$ cat config.mk
export PLATFORM = sky130hd
export DESIGN_NAME = ppp_front
export DESIGN_NICKNAME = d
export VERILOG_FILES = /design/src/rtl/core/ppp_pkg.sv /design/src/rtl/core/ppp_front.sv
export SDC_FILE = /design/constraint.sdc
export NUM_CORES = 1
export LEC_CHECK = 0
export ABC_CLOCK_PERIOD_IN_PS = 4000
export BUFFER_PORTS_ARGS = -buffer_cell sky130_fd_sc_hd__buf_2
export CAP_MARGIN = 40
export CORE_AREA = 2 2 226 228
export CTS_CLUSTER_SIZE = 24
export DETAILED_ROUTE_END_ITERATION = 8
export DIE_AREA = 0 0 228 230
export PLACE_DENSITY = 0.53
export SLEW_MARGIN = 10
export SYNTH_ARGS = -nofsm -noshare
export SYNTH_HDL_FRONTEND = slang
export SYNTH_SLANG_ARGS = --single-unit
$ cat constraint.sdc
create_clock -name clk -period 4 [get_ports clk]
set_clock_uncertainty 0.1 [all_clocks]
set_input_delay 0.6 -clock clk [delete_from_list [all_inputs] [get_ports clk]]
set_output_delay 0.6 -clock clk [all_outputs]
set_load 0.1 [all_outputs]
$ cat src/rtl/core/ppp_pkg.sv
// Shared types and constants of the perspective point projector.
`default_nettype none

package ppp_pkg;

    // Coordinate format and derived widths
    localparam int COORD_WIDTH = 32;
    localparam int FRAC_BITS   = 16;
    localparam int DIFF_W      = COORD_WIDTH + 1;
    localparam int SCALE_W     = 32;
    localparam int SCALE_FRAC  = 24;
    localparam int SPLIT_W     = 16;
    localparam int HI_W        = DIFF_W - SPLIT_W + SCALE_W;
    localparam int LO_W        = SPLIT_W + SCALE_W;
    localparam int SPROD_W     = DIFF_W + SCALE_W;
    localparam int ENTRY_W     = 16;
    localparam int ENTRY_FRAC  = 12;
    localparam int PROD_W      = ENTRY_W + COORD_WIDTH;
    localparam int TERM_W      = PROD_W - ENTRY_FRAC;
    localparam int ACC_W       = TERM_W + 2;
    localparam int NUM_W       = COORD_WIDTH + FRAC_BITS;
    localparam int DIV_STEPS   = FRAC_BITS + 1;
    localparam int Q_W         = DIV_STEPS;
    localparam int SCR_W       = 16;
    localparam int ROWS        = 4;
    localparam int LANES       = 3;

    // Queue sizes
    localparam int MID_DEPTH   = 4;
    localparam int MID_AW      = 2;
    localparam int OUT_DEPTH   = 32;
    localparam int OUT_AW      = 5;

    // Back pipeline: eight arithmetic stages, then one stage per quotient bit
    localparam int FRONT_STAGES = 8;
    localparam int PIPE_LEN     = FRONT_STAGES + DIV_STEPS;

    // Configuration port
    localparam int CFG_IDX_W  = 4;
    localparam int CFG_DATA_W = 64;

    localparam logic [CFG_IDX_W-1:0] REG_ROW0  = 4'd0;
    localparam logic [CFG_IDX_W-1:0] REG_ROW1  = 4'd1;
    localparam logic [CFG_IDX_W-1:0] REG_ROW2  = 4'd2;
    localparam logic [CFG_IDX_W-1:0] REG_ROW3  = 4'd3;
    localparam logic [CFG_IDX_W-1:0] REG_ORG_X = 4'd4;
    localparam logic [CFG_IDX_W-1:0] REG_ORG_Y = 4'd5;
    localparam logic [CFG_IDX_W-1:0] REG_ORG_Z = 4'd6;
    localparam logic [CFG_IDX_W-1:0] REG_SCALE = 4'd7;

    // Reject codes
    localparam logic [1:0] REJ_NONE     = 2'd0;
    localparam logic [1:0] REJ_OVERFLOW = 2'd1;
    localparam logic [1:0] REJ_BEHIND   = 2'd2;
    localparam logic [1:0] REJ_OUTSIDE  = 2'd3;

    typedef struct packed {
        logic [ROWS-1:0][CFG_DATA_W-1:0]   row;
        logic [LANES-1:0][COORD_WIDTH-1:0] org;
        logic [SCALE_W-1:0]                scale;
    } cfg_t;

    typedef struct packed {
        logic [LANES-1:0][DIFF_W-1:0] mag;
        logic [LANES-1:0]             neg;
        logic                         szero;
    } front_item_t;

    typedef struct packed {
        logic             visible;
        logic [1:0]       code;
        logic [SCR_W-1:0] u;
        logic [SCR_W-1:0] v;
    } result_t;

endpackage

`default_nettype wire

$ cat src/rtl/core/ppp_front.sv
// Input stage: origin subtraction and sign/magnitude split of each beat.
`default_nettype none

module ppp_front
    import ppp_pkg::*;
(
    input  wire logic                          clk,
    input  wire logic                          rst_n,
    input  wire logic                          in_valid,
    output logic                               in_ready,
    input  wire logic [LANES-1:0][COORD_WIDTH-1:0] point,
    input  wire cfg_t                          cfg,
    output logic                               q_valid,
    input  wire logic                          q_ready,
    output front_item_t                        q_data
);

    logic                                  valid_reg;
    logic                                  valid_next;
    logic signed [LANES-1:0][DIFF_W-1:0]   diff_reg;
    logic                                  szero_reg;

    // Take a new beat when the stage is empty or drains this cycle
    assign in_ready   = !valid_reg || q_ready;
    assign valid_next = in_valid ? 1'b1 : (valid_reg && !q_ready);

    always_ff @(posedge clk or negedge rst_n)
    begin
        if (!rst_n)
        begin
            valid_reg <= 1'b0;
        end
        else if (in_ready)
        begin
            valid_reg <= valid_next;
        end
    end

    // Hold the difference of point and origin
    always_ff @(posedge clk)
    begin
        if (in_ready && in_valid)
        begin
            for (int i = 0; i < LANES; i++)
            begin
                diff_reg[i] <= DIFF_W'($signed(point[i])) - DIFF_W'($signed(cfg.org[i]));
            end
            szero_reg <= (cfg.scale == '0);
        end
    end

    // Split into sign and magnitude for the queue
    always_comb
    begin
        for (int i = 0; i < LANES; i++)
        begin
            q_data.neg[i] = diff_reg[i][DIFF_W-1];
            q_data.mag[i] = diff_reg[i][DIFF_W-1] ? (DIFF_W'(0) - diff_reg[i]) : diff_reg[i];
        end
        q_data.szero = szero_reg;
    end

    assign q_valid = valid_reg;

endmodule

`default_nettype wire

==> flow_summary.yaml <==
clock_tree:
  cts_tree: "done"
  htree_levels: 3
  cts_sinks: 101
  clock_latency_ns: 0.37
  cts-root-buf: "clkbuf_16"
  path_clk_slew_ns: 0.07
  clockBufferDepth: 2
  numCtsBuffers: 9
synthesis:
  synthFlopType: "edfxtp_1"
  async_flop_share: 0.00990
  synth-seq-cells: 101
  syn_inst: 1211
  syn_area_sq_mm: 0.0104
  syn-num-nets: 1797
  syn_avg_cell_area_sq_um: 8.56
  synth_cell_type_count: 58
  ys_warn_count: 0
  synth-seq-area-share: 0.292
  synth-edff-count: 100
timing:
  period_share: 1.16
  holdWs_ns: 0.331
  setup_viol: 10
  rsz0062_at_grt: "yes"
  tightest_slew_ns: 0.608
  setup_slack_ns: -0.643
  slew_headroom: 0.591
  drv_slew: 0
  finalHoldViolCount: 0
  fin_crit_ns: 4.64
  tns_ns: -3.63
  fmax_mhz: 215
global_route:
  antenna_found_initial: 10
  first_global_vias: 9947
  grt_max_degree: 65
  grt_overflow: 0
  grt_use_total: 0.134
  grt_pass1_wl_um: 55000
power_and_ir_drop:
  p_int_w: 0.00281
  irDropWorstVdd_mv: 0.170
  pwr-share-clk: 0.152
  p_per_area_mw_per_mm2: 398
  power.switching_w: 0.00296
  finalPower_w: 0.00578
  leakage_nw: 6.44
  seqPwrFrac: 0.258
  power_frac_comb: 0.590
  swShare: 0.513
setup_path:
  required_ns: 3.30
  critPathKind: "flip-flop to primary output"
  crit_start: "diff_reg[72]"
  crit_path_end_kind: "primary output"
  cp_max_fo: 3
  r2r-start: "q_valid"
  start_kind: "flip-flop"
  arrival_ns: 3.94
routing:
  postRouteAntennaNets: 0
  wl_um: 35900
  post_drt_wl_per_cell_um: 15.9
  top_layer: "met5"
  dr.pass1.iters: 7
  vias_per_cell: 4.48
  num_vias: 10100
  met2RoutedLength_um: 14900
  route.detailed.drc: 0
  wl_met3_um: 2510
  initialDrtViolationCount: 545
  wirelength_met1_um: 18100
finish:
  regArea_sq_mm: 0.00303
  syn_to_final_growth_pct: 40.2
  drive_gt1_frac: 0.303
  largest_reg_flops: 96
  fill_cells: 5275
  final_nets: 2156
  fin_cells: 2255
  final_util: 0.292
  layout_commonest_cell: "buf_2"
  final_cell_mix: "291 x buf_2, 134 x inv_1, 133 x xnor2_1"
  multi_input_area_sq_mm: 0.00719
worst_hold_path:
  hold_class: "input pin to flip-flop"
  min_from: "in_valid"
placement:
  port_buffers: 332
  dp_hpwl_um: 30800
  gp_congestion: 0.873
  post-place-cells: 2216
floorplan:
  coreArea_sq_mm: 0.0499
  die_h_um: 230
  die_x_um: 228
  start_util: 0.208
  ios: 589
  placement_rows: 82
  die-area_sq_mm: 0.0524
flow_run:
  cap_violations: 0
run_status:
  status: "finished, violations left"
  violations: "setup timing"
[repair_timing]
item / CTS / global route
pin swaps: 17 / 16
gates resized for setup: 53 / 42
endpoints found under the setup margin: 34 / 37
hold endpoints to repair: 1 / 0
hold buffers: 1 / 0
setup buffers: 9 / 5
[worst paths after layout]
path,endpoint,slack (ns),depth (start not counted)
setup / recovery,q_data[100],-0.64,9
hold / removal,q_valid,0.33,2
setup reg to reg,diff_reg[6],2.04,3
hold reg to reg,q_valid,0.45,2
max in group asynchronous,q_valid,3.29,2
min in group asynchronous,q_valid,0.42,2
[cells in the mapped netlist (2+ instances only)]
library cell	instances	area (sq um)
a21oi_1	101	505
nor2_1	54	203
o41ai_1	14	123
nand3_1	24	120
o21bai_1	12	90.1
o211ai_1	8	60.1
a311oi_1	2	17.5
or2_2	7	43.8
inv_1	135	507
o31ai_1	25	188
o2111ai_1	3	26.3
o21a_1	14	105
xnor2_1	148	1300
fa_1	3	60.1
a2111oi_0	2	17.5
o31a_1	3	26.3
nand4_1	12	75.1
nor4_1	16	100
or3_1	19	119
or4_4	4	45.0
o21ai_0	84	420
o311ai_0	2	17.5
a21boi_0	2	15.0
or4_1	13	97.6
nand2b_1	24	150
and3_1	7	43.8
xor2_1	25	219
mux2i_1	2	20.0
a31oi_1	16	100
a211oi_1	5	37.5
edfxtp_1	100	3000
clkbuf_1	31	116
and4_1	3	26.3
ha_1	99	1240
and2_1	3	18.8
nand2_1	80	300
nor3_1	17	85.1
nor2b_1	15	93.8
a221oi_1	2	17.5
a21o_1	51	383
buf_4	7	52.6
[stage by stage]
stage	worst slack (ns)	area, sq um
4_1_cts	-0.787	14300
2_1_floorplan	-0.587	10600
3_5_place_dp	-0.382	13700
5_1_grt	-0.777	14500
3_3_place_gp	-0.383	13700
6_report	-0.643	14500
[layout make-up]
class,instances,area share
Antenna cell,8,0.00138
Clock buffer,9,0.0155
Clock inverter,7,0.00387
Inverter,135,0.0349
Multi-Input combinational cell,937,0.495
Sequential cell,101,0.208
Tap cell,672,0.0578
Timing Repair Buffer,386,0.184
[power groups by stage]
stage	registers [W]	clock network [W]	logic [W]
floorplan	0.00147	0	0.00244
global placement	0.00150	0	0.00331
detailed placement	0.00150	0	0.00334
CTS	0.00148	0.000922	0.00340
global route	0.00151	0.000952	0.00360
finish	0.00149	0.000881	0.00341
[metal layers]
metal  track usage  vias up
met2         0.201      315
met5             0        -
met3        0.0339       23
met4        0.0300        8
met1         0.194     4686
li1              -     5075
[critical path, stage by stage (launching register included)]
cell and delay [ns]:
edfxtp_1 0.39, or4_4 0.55, or3_4 0.35, or4_4 0.43, or4_4 0.44, or4_4 0.43, or2_4 0.28, o41ai_4 0.33
xnor2_4 0.17, buf_12 0.19
[logic make-up (layout without fill, tap and decap cells)]
family,count (synthesis),after routing,share of synthesized area
other,0,8,0
buffers and inverters,173,537,0.0652
multiplexers,2,2,0.00193
XOR/XNOR,173,173,0.146
adder cells (fa/ha/maj),102,102,0.125
AO/OA/AOI/OAI,358,358,0.219
AND/OR/NAND/NOR,302,302,0.150
flip-flops,101,101,0.292
No activity file was read; power rests on OpenSTA's default activity.
