<file path="config.mk">
export PLATFORM = sky130hd
export DESIGN_NAME = ppp_queue
export DESIGN_NICKNAME = d
export VERILOG_FILES = /design/src/rtl/core/ppp_pkg.sv /design/src/rtl/core/ppp_queue.sv
export SDC_FILE = /design/constraint.sdc
export NUM_CORES = 1
export LEC_CHECK = 0
export BUFFER_PORTS_ARGS = -buffer_cell sky130_fd_sc_hd__buf_2
export CAP_MARGIN = 15
export CELL_PAD_IN_SITES_DETAIL_PLACEMENT = 0
export CELL_PAD_IN_SITES_GLOBAL_PLACEMENT = 1
export CORE_ASPECT_RATIO = 1.2
export CORE_MARGIN = 3
export CORE_UTILIZATION = 50
export CTS_CLUSTER_DIAMETER = 50
export CTS_CLUSTER_SIZE = 25
export DETAILED_ROUTE_END_ITERATION = 10
export PLACE_DENSITY = 0.82
export SYNTH_ARGS = -nofsm -noshare
export SYNTH_HDL_FRONTEND = slang
export SYNTH_SLANG_ARGS = --single-unit
</file>
<file path="constraint.sdc">
create_clock -name clk -period 4.6 [get_ports clk]
set_input_delay 0.92 -clock clk [delete_from_list [all_inputs] [get_ports clk]]
set_output_delay 0.92 -clock clk [all_outputs]
set_load 0.05 [all_outputs]
</file>
<file path="src/rtl/core/ppp_pkg.sv">
// Shared types and constants of the perspective point projector.
`default_nettype none

package ppp_pkg;

    // Coordinate format and derived widths
    localparam int COORD_WIDTH = 32;
    localparam int FRAC_BITS   = 16;
    localparam int DIFF_W      = COORD_WIDTH + 1;
    localparam int SCALE_W     = 32;
    localparam int SCALE_FRAC  = 24;
    localparam int SPLIT_W     = 16;
    localparam int HI_W        = DIFF_W - SPLIT_W + SCALE_W;
    localparam int LO_W        = SPLIT_W + SCALE_W;
    localparam int SPROD_W     = DIFF_W + SCALE_W;
    localparam int ENTRY_W     = 16;
    localparam int ENTRY_FRAC  = 12;
    localparam int PROD_W      = ENTRY_W + COORD_WIDTH;
    localparam int TERM_W      = PROD_W - ENTRY_FRAC;
    localparam int ACC_W       = TERM_W + 2;
    localparam int NUM_W       = COORD_WIDTH + FRAC_BITS;
    localparam int DIV_STEPS   = FRAC_BITS + 1;
    localparam int Q_W         = DIV_STEPS;
    localparam int SCR_W       = 16;
    localparam int ROWS        = 4;
    localparam int LANES       = 3;

    // Queue sizes
    localparam int MID_DEPTH   = 4;
    localparam int MID_AW      = 2;
    localparam int OUT_DEPTH   = 32;
    localparam int OUT_AW      = 5;

    // Back pipeline: eight arithmetic stages, then one stage per quotient bit
    localparam int FRONT_STAGES = 8;
    localparam int PIPE_LEN     = FRONT_STAGES + DIV_STEPS;

    // Configuration port
    localparam int CFG_IDX_W  = 4;
    localparam int CFG_DATA_W = 64;

    localparam logic [CFG_IDX_W-1:0] REG_ROW0  = 4'd0;
    localparam logic [CFG_IDX_W-1:0] REG_ROW1  = 4'd1;
    localparam logic [CFG_IDX_W-1:0] REG_ROW2  = 4'd2;
    localparam logic [CFG_IDX_W-1:0] REG_ROW3  = 4'd3;
    localparam logic [CFG_IDX_W-1:0] REG_ORG_X = 4'd4;
    localparam logic [CFG_IDX_W-1:0] REG_ORG_Y = 4'd5;
    localparam logic [CFG_IDX_W-1:0] REG_ORG_Z = 4'd6;
    localparam logic [CFG_IDX_W-1:0] REG_SCALE = 4'd7;

    // Reject codes
    localparam logic [1:0] REJ_NONE     = 2'd0;
    localparam logic [1:0] REJ_OVERFLOW = 2'd1;
    localparam logic [1:0] REJ_BEHIND   = 2'd2;
    localparam logic [1:0] REJ_OUTSIDE  = 2'd3;

    typedef struct packed {
        logic [ROWS-1:0][CFG_DATA_W-1:0]   row;
        logic [LANES-1:0][COORD_WIDTH-1:0] org;
        logic [SCALE_W-1:0]                scale;
    } cfg_t;

    typedef struct packed {
        logic [LANES-1:0][DIFF_W-1:0] mag;
        logic [LANES-1:0]             neg;
        logic                         szero;
    } front_item_t;

    typedef struct packed {
        logic             visible;
        logic [1:0]       code;
        logic [SCR_W-1:0] u;
        logic [SCR_W-1:0] v;
    } result_t;

endpackage

`default_nettype wire

</file>
<file path="src/rtl/core/ppp_queue.sv">
// Short queue between the front stage and the back pipeline.
`default_nettype none

module ppp_queue
    import ppp_pkg::*;
(
    input  wire logic        clk,
    input  wire logic        rst_n,
    input  wire logic        wr_valid,
    output logic             wr_ready,
    input  wire front_item_t wr_data,
    output logic             rd_valid,
    input  wire logic        rd_ready,
    output front_item_t      rd_data
);

    front_item_t         mem [MID_DEPTH];
    logic [MID_AW-1:0]   wr_ptr_reg;
    logic [MID_AW-1:0]   rd_ptr_reg;
    logic [MID_AW:0]     cnt_reg;
    logic [MID_AW:0]     cnt_next;
    logic                do_wr;
    logic                do_rd;

    assign wr_ready = (cnt_reg != MID_AW'(0) + (MID_AW+1)'(MID_DEPTH));
    assign rd_valid = (cnt_reg != '0);
    assign do_wr    = wr_valid && wr_ready;
    assign do_rd    = rd_valid && rd_ready;
    assign rd_data  = mem[rd_ptr_reg];

    always_comb
    begin
        cnt_next = cnt_reg;
        if (do_wr && !do_rd)
        begin
            cnt_next = cnt_reg + 1'b1;
        end
        else if (!do_wr && do_rd)
        begin
            cnt_next = cnt_reg - 1'b1;
        end
    end

    // Advance pointers and count
    always_ff @(posedge clk or negedge rst_n)
    begin
        if (!rst_n)
        begin
            wr_ptr_reg <= '0;
            rd_ptr_reg <= '0;
            cnt_reg    <= '0;
        end
        else
        begin
            if (do_wr)
            begin
                wr_ptr_reg <= wr_ptr_reg + 1'b1;
            end
            if (do_rd)
            begin
                rd_ptr_reg <= rd_ptr_reg + 1'b1;
            end
            cnt_reg <= cnt_next;
        end
    end

    // Store the beat
    always_ff @(posedge clk)
    begin
        if (do_wr)
        begin
            mem[wr_ptr_reg] <= wr_data;
        end
    end

endmodule

`default_nettype wire

</file>
==> impl_metrics.py <==
metrics = {
    "status": {
        "status": "finished, final reports clean",
    },
    "critical_path": {
        "path_buf_inv": 2,
        "crit_chain": "buf_4 > mux4_2 > buf_2",
        "arrival_ps": 2670,
        "crit_cells": 3,
        "worstSetupPathType": "reg -> out",
        "cp_data_required_time_ps": 3680,
        "slowest_delay_ps": 910,
        "reg2reg_depth": 4,
        "crit_path_max_fanout": 35,
        "crit_family": "flip-flops",
        "cp-end-kind": "output port",
        "slowest_stage": "dfrtp_4",
        "crit_path_start_kind": "flip-flop",
    },
    "sta": {
        "slew_viol_final": 0,
        "finalHoldViolCount": 0,
        "relSlewSlack_pct": 51.8,
        "setup_viol": 0,
        "fin_setup_tns_ps": 0,
        "rsz0062_at_grt": "no",
        "clock_skew_ps": 28.2,
        "post-route-min-period_ps": 3590,
        "fmax_ghz": 0.279,
        "tightestPinTransition_ps": 723,
        "fin_crit_sh_pct": 78.0,
    },
    "place": {
        "placed_cell_area_um2": 16900,
        "place_congestion": 0.701,
        "port_buffers": 211,
        "hpwl_mm": 17.0,
    },
    "yosys": {
        "syn_area_um2": 15300,
        "synth-seq-area-share_pct": 82.1,
        "ys_types": 20,
        "syn_nets": 687,
        "syn_area_per_cell_um2": 26.6,
        "synth_top_area_cell": "edfxtp_1",
        "synth_cells": 574,
        "yosysWarnings": 0,
        "yosys_register_bits": 419,
        "synth.most_common_cell": "edfxtp_1",
        "synth-async-reset-ratio_pct": 1.67,
        "ys.flop_type": "edfxtp_1",
        "synth_common_cells": "412 x edfxtp_1, 103 x mux4_2, 13 x buf_2",
        "synth-edff-count": 412,
        "yosysTopAreaCellShare_pct": 81.0,
        "yosys-top-cells-area": "edfxtp_1 81%, mux4_2 15%, dfrtp_1 1.1%",
    },
    "clocking": {
        "cts_sinks": 419,
        "cts_inserted_buffers": 31,
        "post_cts_resized": 0,
        "ctsHtreeMaxLevel": 1,
        "ctsLongestPathBuffers": 3,
        "cts_tree": "done",
        "worst_skew_pair.late_latency_ps": 560,
        "ctsHoldBuffers": 0,
        "path_clk_slew_ps": 90,
        "cts_root_buf": "clkbuf_16",
        "cts_setup_buffers": 0,
    },
    "detailed_routing": {
        "ant_nets": 0,
        "drt-initial-drc-count": 470,
        "post_drt_wl_per_cell_um": 22.4,
        "drt_wl_total_mm": 27.5,
        "drtPass1Iterations": 5,
        "vias": 6733,
        "viasPerCell": 5.49,
        "route.detailed.drc": 0,
    },
    "power_and_ir_drop": {
        "irDropWorstVdd_v": 0.000622,
        "power_switching_mw": 5.27,
        "power_frac_clock_pct": 22.3,
        "internal_power_mw": 8.26,
        "p_comb_share_pct": 38.0,
        "p_leak_nw": 6.12,
        "seqPwrFrac_pct": 39.7,
        "powerDensity_nw_per_um2": 750,
        "switching_share_pct": 38.9,
    },
    "die": {
        "die-height_um": 197,
        "die_w_um": 166,
        "core_um2": 29900,
        "die-area_um2": 32700,
        "ios": 212,
        "rows": 69,
        "start_util_pct": 51.2,
    },
    "cells_and_area": {
        "largest_reg_flops": 412,
        "area_delta_synth_final_pct": 18.1,
        "drive_gt1_share_pct": 47.1,
        "fin_area_um2": 18000,
        "fin_nets": 922,
    },
    "grt": {
        "antenna_found_initial": 7,
        "grt_usage_pct": 17.1,
        "grt_overflow_total": 0,
        "grt_pass1_wl_mm": 42.3,
        "first_global_vias": 7307,
        "grt_max_degree": 65,
    },
    "job": {
        "maxCapViolCount": 0,
    },
    "hold_path": {
        "worstHoldPathType": "in -> async",
    },
}
layout make-up:
type | instances | area (um^2)
antenna | 4 | 10.0
clock inverter | 24 | 397
fill | 2117 | 11800
sequential | 419 | 12600
multi-input combinational | 128 | 2550
clock buffer | 33 | 783
timing repair buffer | 226 | 1260
inverter | 3 | 11.3
tap | 390 | 488
cells by family (layout without fill, tap and decap cells):
family	after synthesis	after routing	synth area share, %
xor+xnor	6	6	0.344
fa+ha+maj	6	6	0.540
simple gates	10	10	0.336
flops	419	419	82.1
other cells	0	4	0
buf+inv	27	286	1.26
compound gates	1	1	0.0737
mux	105	105	15.3
power groups by stage:
stage | logic, mW | clock network (mW) | registers [mW]
after floorplan | 4.22 | 0 | 5.30
after global placement | 5.21 | 0 | 5.43
after detailed placement | 5.23 | 0 | 5.48
final | 5.15 | 3.02 | 5.37
after global routing | 5.43 | 3.25 | 5.45
after CTS | 5.25 | 3.10 | 5.39
stage by stage:
stage | std cells | total power [mW] | hold WS, ps | util (%) | setup slack, ps
2_1_floorplan | 574 | 9.52 | 493 | - | 520
3_3_place_gp | 1166 | 10.6 | 519 | 56.4 | 1540
3_5_place_dp | 1166 | 10.7 | 519 | 56.4 | 1530
4_1_cts | 1223 | 13.7 | 133 | 60.4 | 893
5_1_grt | 1226 | 14.1 | 149 | 60.4 | 817
6_report | 1227 | 13.5 | 172 | 60.4 | 1010
path summary, 6_finish.rpt:
check / startpoint / slack, ps / end
setup / recovery: rd_ptr_reg[0]$_DFFE_PN0P_ / 1010 / rd_data[27]
hold / removal: rst_n / 170 / wr_ptr_reg[1]$_DFFE_PN0P_
setup reg to reg: cnt_reg[0]$_DFFE_PN0P_ / 2250 / mem[2][69]$_DFFE_PP_
hold reg to reg: cnt_reg[2]$_DFFE_PN0P_ / 530 / cnt_reg[2]$_DFFE_PN0P_
max in group asynchronous: rst_n / 4240 / rd_ptr_reg[1]$_DFFE_PN0P_
min in group clk: cnt_reg[2]$_DFFE_PN0P_ / 530 / cnt_reg[2]$_DFFE_PN0P_
per-layer routing:
metal	GRT usage [%]	up-vias	share of wire, %
met5	0	-	0.17
met4	4.56	8	2.1
met3	4.22	50	6.9
met2	29.3	190	53
met1	22.1	3528	38
li1	-	2957	-
layout by cell type, fill, tap and decap left out:
master	instances
xnor2_1	4
clkinv_1	1
nor2_1	2
buf_2	211
inv_16	1
nand2_1	2
or3_1	1
nand3_1	1
inv_8	4
and2_4	4
clkinvlp_4	2
inv_12	3
buf_4	8
clkbuf_16	31
dfrtp_4	2
diode_2	4
xor2_1	2
buf_12	7
clkbuf_1	2
a21boi_2	1
fa_1	1
inv_6	2
inv_1	3
clkinv_8	3
bufinv_16	6
mux2_2	2
edfxtp_1	412
ha_1	5
clkinv_4	2
dfrtp_1	5
mux4_2	103
Power figures use the tool's default switching activity.
